===== src/hw/rtl/sps_pkg.sv =====
// Shared types and codes for the shortest path search block.
`timescale 1ns / 1ps
`default_nettype none
package sps_pkg;

  localparam int NODE_W  = 4;
  localparam int VIS_N   = 1 << NODE_W;
  localparam int ECOST_W = 16;
  localparam int PCOST_W = 20;
  localparam logic [PCOST_W-1:0] PATH_MAX_COST = '1;

  typedef enum logic [1:0] {
    REQ_CLEAR  = 2'd0,
    REQ_APPEND = 2'd1,
    REQ_QUERY  = 2'd2,
    REQ_NONE   = 2'd3
  } req_t;

  typedef enum logic [1:0] {
    ST_OK          = 2'd0,
    ST_FULL        = 2'd1,
    ST_UNREACHABLE = 2'd2
  } status_t;

  typedef enum logic [3:0] {
    S_IDLE, S_POP_RD, S_POP_TOP, S_POP_LAST, S_SD_L, S_SD_LR, S_SD_R, S_SD_CMP,
    S_EVAL, S_SCAN, S_EDGE, S_SU, S_SU_CMP
  } state_t;

  typedef struct packed {
    logic [NODE_W-1:0]  from;
    logic [NODE_W-1:0]  to;
    logic [ECOST_W-1:0] cost;
  } edge_t;

  typedef struct packed {
    logic [PCOST_W-1:0] cost;
    logic [NODE_W-1:0]  node;
  } heap_ent_t;

endpackage
`default_nettype wire


===== src/hw/rtl/sps_ram.sv =====
// Simple dual-port RAM, one write and one registered read per cycle.
`timescale 1ns / 1ps
`default_nettype none
module sps_ram #(
  parameter int DEPTH = 64,
  parameter int WIDTH = 24,
  parameter int AW    = 6
) (
  input  wire logic             clk,
  input  wire logic             we,
  input  wire logic [AW-1:0]    waddr,
  input  wire logic [WIDTH-1:0] wdata,
  input  wire logic [AW-1:0]    raddr,
  output logic      [WIDTH-1:0] rdata
);

  logic [WIDTH-1:0] mem [DEPTH];

  always_ff @(posedge clk) begin
    if (we) begin
      mem[waddr] <= wdata;
    end
    rdata <= mem[raddr];
  end

endmodule
`default_nettype wire


===== src/hw/rtl/shortest_path_search_top.sv =====
// Top level: edge table, binary min-heap and the Dijkstra query sequencer.
// Clear, append and unused requests: result registered one cycle after the transfer.
// Query: about 1 + pops * (5 + 4 * log2(heap)) + expanded nodes * (1 + 2 * edges)
//   + pushes * (1 + 2 * log2(heap)) cycles, set by the single heap RAM port; one item at a time.
// Reset (rst, synchronous, active high) empties the edge table and the heap and drops
//   any pending result; both RAMs need no clearing pass.
`timescale 1ns / 1ps
`default_nettype none
module shortest_path_search_top #(
  parameter int NODE_COUNT = 16,
  parameter int MAX_EDGES  = 64,
  parameter int COST_BITS  = 16
) (
  input  wire logic        clk,
  input  wire logic        rst,
  input  wire logic        in_valid,
  output logic             in_stall,
  input  wire logic [1:0]  req_type,
  input  wire logic [3:0]  edge_from,
  input  wire logic [3:0]  edge_to,
  input  wire logic [15:0] edge_cost,
  input  wire logic [3:0]  query_source,
  input  wire logic [3:0]  query_target,
  output logic             out_valid,
  input  wire logic        out_stall,
  output logic [1:0]       status,
  output logic [19:0]      path_cost
);

  localparam int HEAP_DEPTH = MAX_EDGES + 1;
  localparam int EA_W = (MAX_EDGES > 1) ? $clog2(MAX_EDGES) : 1;
  localparam int EC_W = $clog2(MAX_EDGES + 1);
  localparam int HA_W = $clog2(HEAP_DEPTH);
  localparam int HS_W = $clog2(HEAP_DEPTH + 1);
  localparam int LW   = HA_W + 2;  // child index arithmetic
  localparam logic [sps_pkg::ECOST_W-1:0] COST_MASK =
    (COST_BITS >= sps_pkg::ECOST_W) ? '1 : sps_pkg::ECOST_W'((1 << COST_BITS) - 1);

  // Edge table RAM.
  logic                 e_we;
  logic [EA_W-1:0]      e_waddr, e_raddr;
  sps_pkg::edge_t       e_wdata, e_rdata;

  sps_ram #(.DEPTH(MAX_EDGES), .WIDTH($bits(sps_pkg::edge_t)), .AW(EA_W)) u_edge_ram (
    .clk(clk), .we(e_we), .waddr(e_waddr), .wdata(e_wdata),
    .raddr(e_raddr), .rdata(e_rdata)
  );

  // Frontier heap RAM.
  logic                 h_we;
  logic [HA_W-1:0]      h_waddr, h_raddr;
  sps_pkg::heap_ent_t   h_wdata, h_rdata;

  sps_ram #(.DEPTH(HEAP_DEPTH), .WIDTH($bits(sps_pkg::heap_ent_t)), .AW(HA_W)) u_heap_ram (
    .clk(clk), .we(h_we), .waddr(h_waddr), .wdata(h_wdata),
    .raddr(h_raddr), .rdata(h_rdata)
  );

  sps_pkg::state_t state, state_next;
  logic [EC_W-1:0]  edge_count, edge_count_next;
  logic [EC_W-1:0]  k, k_next;
  logic [HS_W-1:0]  hsize, hsize_next;
  logic [HA_W-1:0]  idx, idx_next;        // sift position
  logic [HA_W-1:0]  cidx, cidx_next;      // chosen child
  sps_pkg::heap_ent_t cur, cur_next;      // popped entry
  sps_pkg::heap_ent_t last, last_next;    // entry moved down on pop
  sps_pkg::heap_ent_t child, child_next;
  sps_pkg::heap_ent_t ins, ins_next;      // entry being pushed
  logic [sps_pkg::NODE_W-1:0] dst, dst_next;
  logic [sps_pkg::VIS_N-1:0]  visited, visited_next;
  logic             out_valid_next;
  logic [1:0]       status_next;
  logic [19:0]      path_cost_next;

  logic             accept;
  logic [LW-1:0]    lidx, ridx, hsize_w;
  logic [HA_W-1:0]  pidx;
  logic [sps_pkg::PCOST_W:0] sum;
  logic             edge_hit;

  assign in_stall = (state != sps_pkg::S_IDLE) || (out_valid && out_stall);
  assign accept   = in_valid && !in_stall;

  assign lidx    = {1'b0, idx, 1'b1};
  assign ridx    = lidx + LW'(1);
  assign hsize_w = LW'(hsize);
  assign pidx    = HA_W'((idx - HA_W'(1)) >> 1);
  assign sum     = {1'b0, cur.cost} + (sps_pkg::PCOST_W + 1)'(e_rdata.cost);
  assign edge_hit = (e_rdata.from == cur.node) && (32'(e_rdata.to) < NODE_COUNT)
                    && !visited[e_rdata.to];

  always_ff @(posedge clk) begin
    if (rst) begin
      state      <= sps_pkg::S_IDLE;
      edge_count <= '0;
      hsize      <= '0;
      out_valid  <= 1'b0;
      visited    <= '0;
    end else begin
      state      <= state_next;
      edge_count <= edge_count_next;
      hsize      <= hsize_next;
      out_valid  <= out_valid_next;
      visited    <= visited_next;
    end
  end

  always_ff @(posedge clk) begin
    k         <= k_next;
    idx       <= idx_next;
    cidx      <= cidx_next;
    cur       <= cur_next;
    last      <= last_next;
    child     <= child_next;
    ins       <= ins_next;
    dst       <= dst_next;
    status    <= status_next;
    path_cost <= path_cost_next;
  end

  always_comb begin
    state_next      = state;
    edge_count_next = edge_count;
    k_next          = k;
    hsize_next      = hsize;
    idx_next        = idx;
    cidx_next       = cidx;
    cur_next        = cur;
    last_next       = last;
    child_next      = child;
    ins_next        = ins;
    dst_next        = dst;
    visited_next    = visited;
    out_valid_next  = out_valid && out_stall;
    status_next     = status;
    path_cost_next  = path_cost;
    e_we    = 1'b0;
    e_waddr = edge_count[EA_W-1:0];
    e_wdata = '{from: edge_from, to: edge_to, cost: edge_cost & COST_MASK};
    e_raddr = k[EA_W-1:0];
    h_we    = 1'b0;
    h_waddr = idx;
    h_wdata = last;
    h_raddr = '0;

    unique case (state)
      sps_pkg::S_IDLE: begin
        if (accept) begin
          out_valid_next = 1'b1;
          status_next    = sps_pkg::ST_OK;
          path_cost_next = '0;
          unique case (sps_pkg::req_t'(req_type))
            sps_pkg::REQ_CLEAR: edge_count_next = '0;
            sps_pkg::REQ_APPEND: begin
              if (32'(edge_count) >= MAX_EDGES) begin
                status_next = sps_pkg::ST_FULL;
              end else begin
                e_we = 1'b1;
                edge_count_next = edge_count + EC_W'(1);
              end
            end
            sps_pkg::REQ_QUERY: begin
              visited_next = '0;
              if (32'(query_source) >= NODE_COUNT || 32'(query_target) >= NODE_COUNT) begin
                status_next = sps_pkg::ST_UNREACHABLE;
              end else begin
                // Seed the heap with the source at cost zero.
                out_valid_next = 1'b0;
                dst_next   = query_target;
                h_we       = 1'b1;
                h_waddr    = '0;
                h_wdata    = '{cost: '0, node: query_source};
                hsize_next = HS_W'(1);
                state_next = sps_pkg::S_POP_RD;
              end
            end
            default: ;
          endcase
        end
      end
      sps_pkg::S_POP_RD: begin
        h_raddr    = '0;
        state_next = sps_pkg::S_POP_TOP;
      end
      sps_pkg::S_POP_TOP: begin
        cur_next   = h_rdata;
        hsize_next = hsize - HS_W'(1);
        h_raddr    = HA_W'(hsize - HS_W'(1));
        state_next = (hsize == HS_W'(1)) ? sps_pkg::S_EVAL : sps_pkg::S_POP_LAST;
      end
      sps_pkg::S_POP_LAST: begin
        last_next  = h_rdata;
        idx_next   = '0;
        state_next = sps_pkg::S_SD_L;
      end
      sps_pkg::S_SD_L: begin
        if (lidx >= hsize_w) begin
          h_we       = 1'b1;
          state_next = sps_pkg::S_EVAL;
        end else begin
          h_raddr    = HA_W'(lidx);
          state_next = sps_pkg::S_SD_LR;
        end
      end
      sps_pkg::S_SD_LR: begin
        child_next = h_rdata;
        cidx_next  = HA_W'(lidx);
        if (ridx < hsize_w) begin
          h_raddr    = HA_W'(ridx);
          state_next = sps_pkg::S_SD_R;
        end else begin
          state_next = sps_pkg::S_SD_CMP;
        end
      end
      sps_pkg::S_SD_R: begin
        if (h_rdata.cost < child.cost) begin
          child_next = h_rdata;
          cidx_next  = HA_W'(ridx);
        end
        state_next = sps_pkg::S_SD_CMP;
      end
      sps_pkg::S_SD_CMP: begin
        h_we = 1'b1;
        if (child.cost >= last.cost) begin
          state_next = sps_pkg::S_EVAL;
        end else begin
          h_wdata    = child;
          idx_next   = cidx;
          state_next = sps_pkg::S_SD_L;
        end
      end
      sps_pkg::S_EVAL: begin
        if (32'(cur.node) >= NODE_COUNT || visited[cur.node]) begin
          if (hsize == '0) begin
            out_valid_next = 1'b1;
            status_next    = sps_pkg::ST_UNREACHABLE;
            state_next     = sps_pkg::S_IDLE;
          end else begin
            state_next = sps_pkg::S_POP_RD;
          end
        end else begin
          visited_next[cur.node] = 1'b1;
          if (cur.node == dst) begin
            out_valid_next = 1'b1;
            path_cost_next = cur.cost;
            state_next     = sps_pkg::S_IDLE;
          end else begin
            k_next     = '0;
            state_next = sps_pkg::S_SCAN;
          end
        end
      end
      sps_pkg::S_SCAN: begin
        if (k >= edge_count) begin
          if (hsize == '0) begin
            out_valid_next = 1'b1;
            status_next    = sps_pkg::ST_UNREACHABLE;
            state_next     = sps_pkg::S_IDLE;
          end else begin
            state_next = sps_pkg::S_POP_RD;
          end
        end else begin
          state_next = sps_pkg::S_EDGE;
        end
      end
      sps_pkg::S_EDGE: begin
        k_next     = k + EC_W'(1);
        state_next = sps_pkg::S_SCAN;
        if (edge_hit && 32'(hsize) < HEAP_DEPTH) begin
          ins_next.cost = sum[sps_pkg::PCOST_W] ? sps_pkg::PATH_MAX_COST
                                                : sum[sps_pkg::PCOST_W-1:0];
          ins_next.node = e_rdata.to;
          idx_next   = HA_W'(hsize);
          hsize_next = hsize + HS_W'(1);
          state_next = sps_pkg::S_SU;
        end
      end
      sps_pkg::S_SU: begin
        h_raddr = pidx;
        if (idx == '0) begin
          h_we       = 1'b1;
          h_wdata    = ins;
          state_next = sps_pkg::S_SCAN;
        end else begin
          state_next = sps_pkg::S_SU_CMP;
        end
      end
      sps_pkg::S_SU_CMP: begin
        h_we = 1'b1;
        if (h_rdata.cost <= ins.cost) begin
          h_wdata    = ins;
          state_next = sps_pkg::S_SCAN;
        end else begin
          h_wdata    = h_rdata;
          idx_next   = pidx;
          state_next = sps_pkg::S_SU;
        end
      end
      default: state_next = sps_pkg::S_IDLE;
    endcase
  end

endmodule
`default_nettype wire


===== config.mk =====
export PLATFORM = sky130hd
export DESIGN_NAME = shortest_path_search_top
export DESIGN_NICKNAME = d
export VERILOG_FILES = /design/src/hw/rtl/sps_pkg.sv /design/src/hw/rtl/sps_ram.sv /design/src/hw/rtl/shortest_path_search_top.sv
export SDC_FILE = /design/constraint.sdc
export NUM_CORES = 2
export LEC_CHECK = 0
export ABC_AREA = 1
export CAP_MARGIN = 40
export CORE_MARGIN = 2
export CORE_UTILIZATION = 50
export CTS_CLUSTER_SIZE = 16
export DETAILED_ROUTE_END_ITERATION = 6
export DONT_BUFFER_PORTS = 1
export PLACE_DENSITY = 0.64
export SYNTH_ARGS = -nofsm -noshare
export SYNTH_HDL_FRONTEND = slang
export SYNTH_SLANG_ARGS = --single-unit

===== constraint.sdc =====
create_clock -name clk -period 6.1 [get_ports clk]
set_clock_uncertainty 0.1 [all_clocks]
set_input_delay 1.22 -clock clk [delete_from_list [all_inputs] [get_ports clk]]
set_output_delay 1.22 -clock clk [all_outputs]
set_load 0.02 [all_outputs]

==> impl_metrics.tcl <==
set metrics [dict create \
    start_util_pct 50.4 \
    dieHeight_um 529 \
    via_per_inst 6.04 \
    drive_gt1_share_pct 8.46 \
    synth_area_mm2 0.138 \
    relSlewSlack_pct 25.6 \
    p_leak_nw 54.2 \
    area_delta_synth_final_pct 11.7 \
    ys.flop_type "edfxtp_1" \
    peakVddDrop_v 0.000303 \
    synth_edf_count 3239 \
    ys_ff_latch 3322 \
    clock_latency_ps 900 \
    die_w_um 529 \
    period_needed_ps 5390 \
    final-max-slew-violation-count 0 \
    p_seq_share_pct 45.2 \
    syn-instance-count 11700 \
    syn-num-nets 11800 \
    antenna_found_initial 22 \
    ctsRootBufferMaster "clkbuf_16" \
    dpl.hpwl_mm 223 \
    p_sw_share_pct 31.0 \
    cts-htree-levels 5 \
    outcome "finished, final reports clean" \
    cts_made_buffers 347 \
    finalSetupTns_ps 0 \
    worstMarginPinSlew_ps 1120 \
    wl_mm 408 \
    wire_per_inst_um 26.2 \
    cts.path.max_buffers 4 \
    async_flop_share_pct 0 \
    register_area_mm2 0.0989 \
    cp-start-kind "flop" \
    p_comb_share_pct 21.0 \
    design.core.area_mm2 0.274 \
    hp-class "primary input to flop" \
    track_usage_pct 28.6 \
    powerDensity_mw_per_mm2 394 \
    clkPwrFrac_pct 33.9 \
    cts_hold_buf 0 \
    drv_cap 0 \
    hold_viol_final 0 \
    dr.pass1.iters 6 \
    cp.arrival_ps 6050 \
    fin_crit_sh_pct 88.3 \
    critPathMaxFanout 82 \
    multi_input_area_mm2 0.0339 \
    cts_tree "yes" \
    grt_max_degree 249 \
    setup_viol 0 \
    grt_overflow_total 0 \
    critPathCaptureType "flop" \
    layout_commonest_cell "edfxtp_1" \
    yosysSeqAreaShare_pct 71.7 \
    place_congestion 0.914 \
    crit_required_ps 6760 \
    rows 192 \
    numPortBuffers 0 \
    critical_path_class "flop to flop" \
    synth.distinct_cells 55 \
    ios 62 \
    grt_pass1_wl_mm 596 \
    final_cell_mix "3239 x edfxtp_1, 2100 x nand2_1, 1878 x nand3_1" \
    vias 93900 \
    fmax_ghz 0.186 \
    drtIter0Drc 11700 \
    postCtsSetupRepairBufs 0 \
    p_int_w 0.0419 \
    rsz0062_at_grt "no" \
    yosys_warnings 0 \
    die_area_mm2 0.280 \
    ant_nets 0 \
    avgSynthCellArea_um2 11.8 \
    grt_pass1_vias 90300 \
    fill_cells 22100 \
    clock-sinks 3322 \
    clk_pin_slew_ps 70 \
    nNetsFinal 11700 \
    ctsResizeCount 0 \
    finalPower_w 0.0607 \
    p_sw_w 0.0188 \
    drc 0 \
]
-- critical path, stage by stage, from the launching register on --
cell and delay (ps):
edfxtp_1 640, inv_1 280, ha_1 460, ha_1 340
nand3_1 80, nand2_1 100, nand2_1 60, nand2_1 100
nand2_1 110, nand4_1 160, nand2_1 160, nor2_8 630
buf_12 360, nand3_1 160, nand3_1 100, nand3_1 80
nand3_1 400, nand3_1 430, nand3_1 170, nand2_1 70
-- cell type report --
cell class / count / area share [%]
antenna: 20 / 0.0325
clock buffer: 433 / 5.92
clock inverter: 183 / 1.14
inverter: 694 / 1.71
multi-input combinational: 6917 / 22.0
sequential: 3322 / 64.2
tap: 3686 / 2.99
timing repair buffer: 312 / 2.04
-- sequential cells by signal (all words and copies together) (netlist names) --
signal	cells
u_edge_ram.rdata	24
u_edge_ram.mem	1536
u_heap_ram.rdata	24
state	4
u_heap_ram.mem	1560
dst	4
edge_count	7
cur	24
hsize	7
idx	7
visited	16
child	24
path_cost	20
cidx	7
k	7
last	24
ins	24
out_valid	1
status	2
-- cell usage after synthesis (4+ instances only) --
library cell     n  share of area (%)
edfxtp_1      3239                 70
nand2_1       2100                5.7
nand3_1       1902                6.9
nor2_1        1013                2.8
o21ai_0        854                3.1
inv_1          664                1.8
clkbuf_1       390                1.1
buf_2          276                1.0
o22ai_1        240                1.1
o221ai_1       149               0.95
a21oi_1        139               0.50
ha_1           102               0.92
dfxtp_1         83                1.2
nand4_1         74               0.34
buf_1           68               0.18
nand3b_1        63               0.34
o211ai_1        54               0.29
o21ai_1         37               0.13
a31oi_1         31               0.14
nor3_1          31               0.11
inv_2           27              0.073
buf_4           21               0.11
a22oi_1         19               0.10
xor2_1          17               0.11
xnor2_1          9              0.057
nor2_2           8              0.036
or2_2            8              0.036
nor4_1           7              0.032
a221o_1          6              0.044
a32o_1           6              0.044
a211oi_1         5              0.027
buf_6            5              0.041
o311a_1          4              0.029
o31ai_1          4              0.022
-- cell families (layout without fill, tap and decap cells) --
family	count (synthesis)	count (layout)	synth area share, %
compound gates	1568	1568	6.59
buf+inv	1454	1622	4.29
flops	3322	3322	71.7
simple gates	5217	5217	16.3
other cells	0	20	0
xor+xnor	26	26	0.165
fa+ha+maj	103	103	0.939
mux	3	3	0.0245
-- path summary, 6_finish.rpt --
| kind | start | to | slack, ps | cells past startpoint |
|---|---|---|---|---|
| min | edge_to[1] | u_edge_ram.mem[9][17] | 300 | 0 |
| max | idx[0] | u_heap_ram.rdata[4] | 710 | 19 |
| max reg2reg | idx[0] | u_heap_ram.rdata[4] | 710 | 19 |
| min reg2reg | u_heap_ram.mem[64][7] | u_heap_ram.rdata[7] | 350 | 2 |
-- through the flow --
stage	setup slack (ps)	instances	util (%)	hold slack [ps]	area, µm²
6_report	712	15600	56.2	304	154000
3_3_place_gp	945	14900	52.2	326	143000
3_5_place_dp	891	14900	52.3	335	143000
2_1_floorplan	971	11700	-	306	138000
5_1_grt	590	15600	56.2	277	154000
4_1_cts	858	15500	56.2	266	154000
-- routing by layer --
layer | part of all wire (%) | vias to the layer above | track usage, %
li1 | - | 41700 | -
met1 | 38 | 46400 | 36.7
met2 | 48 | 4751 | 46.8
met3 | 8.1 | 1054 | 3.87
met4 | 6.6 | 2 | 16.7
met5 | 0.0032 | - | 0
-- power by group through the flow --
| stage | Clock (W) | Sequential [W] | Combinational [W] |
|---|---|---|---|
| final | 0.0206 | 0.0274 | 0.0127 |
| after global routing | 0.0216 | 0.0274 | 0.0137 |
| after CTS | 0.0208 | 0.0274 | 0.0126 |
| after detailed placement | 0 | 0.0279 | 0.0126 |
| after global placement | 0 | 0.0279 | 0.0122 |
| after floorplan | 0 | 0.0278 | 0.00727 |
No activity file was read; power rests on OpenSTA's default activity.
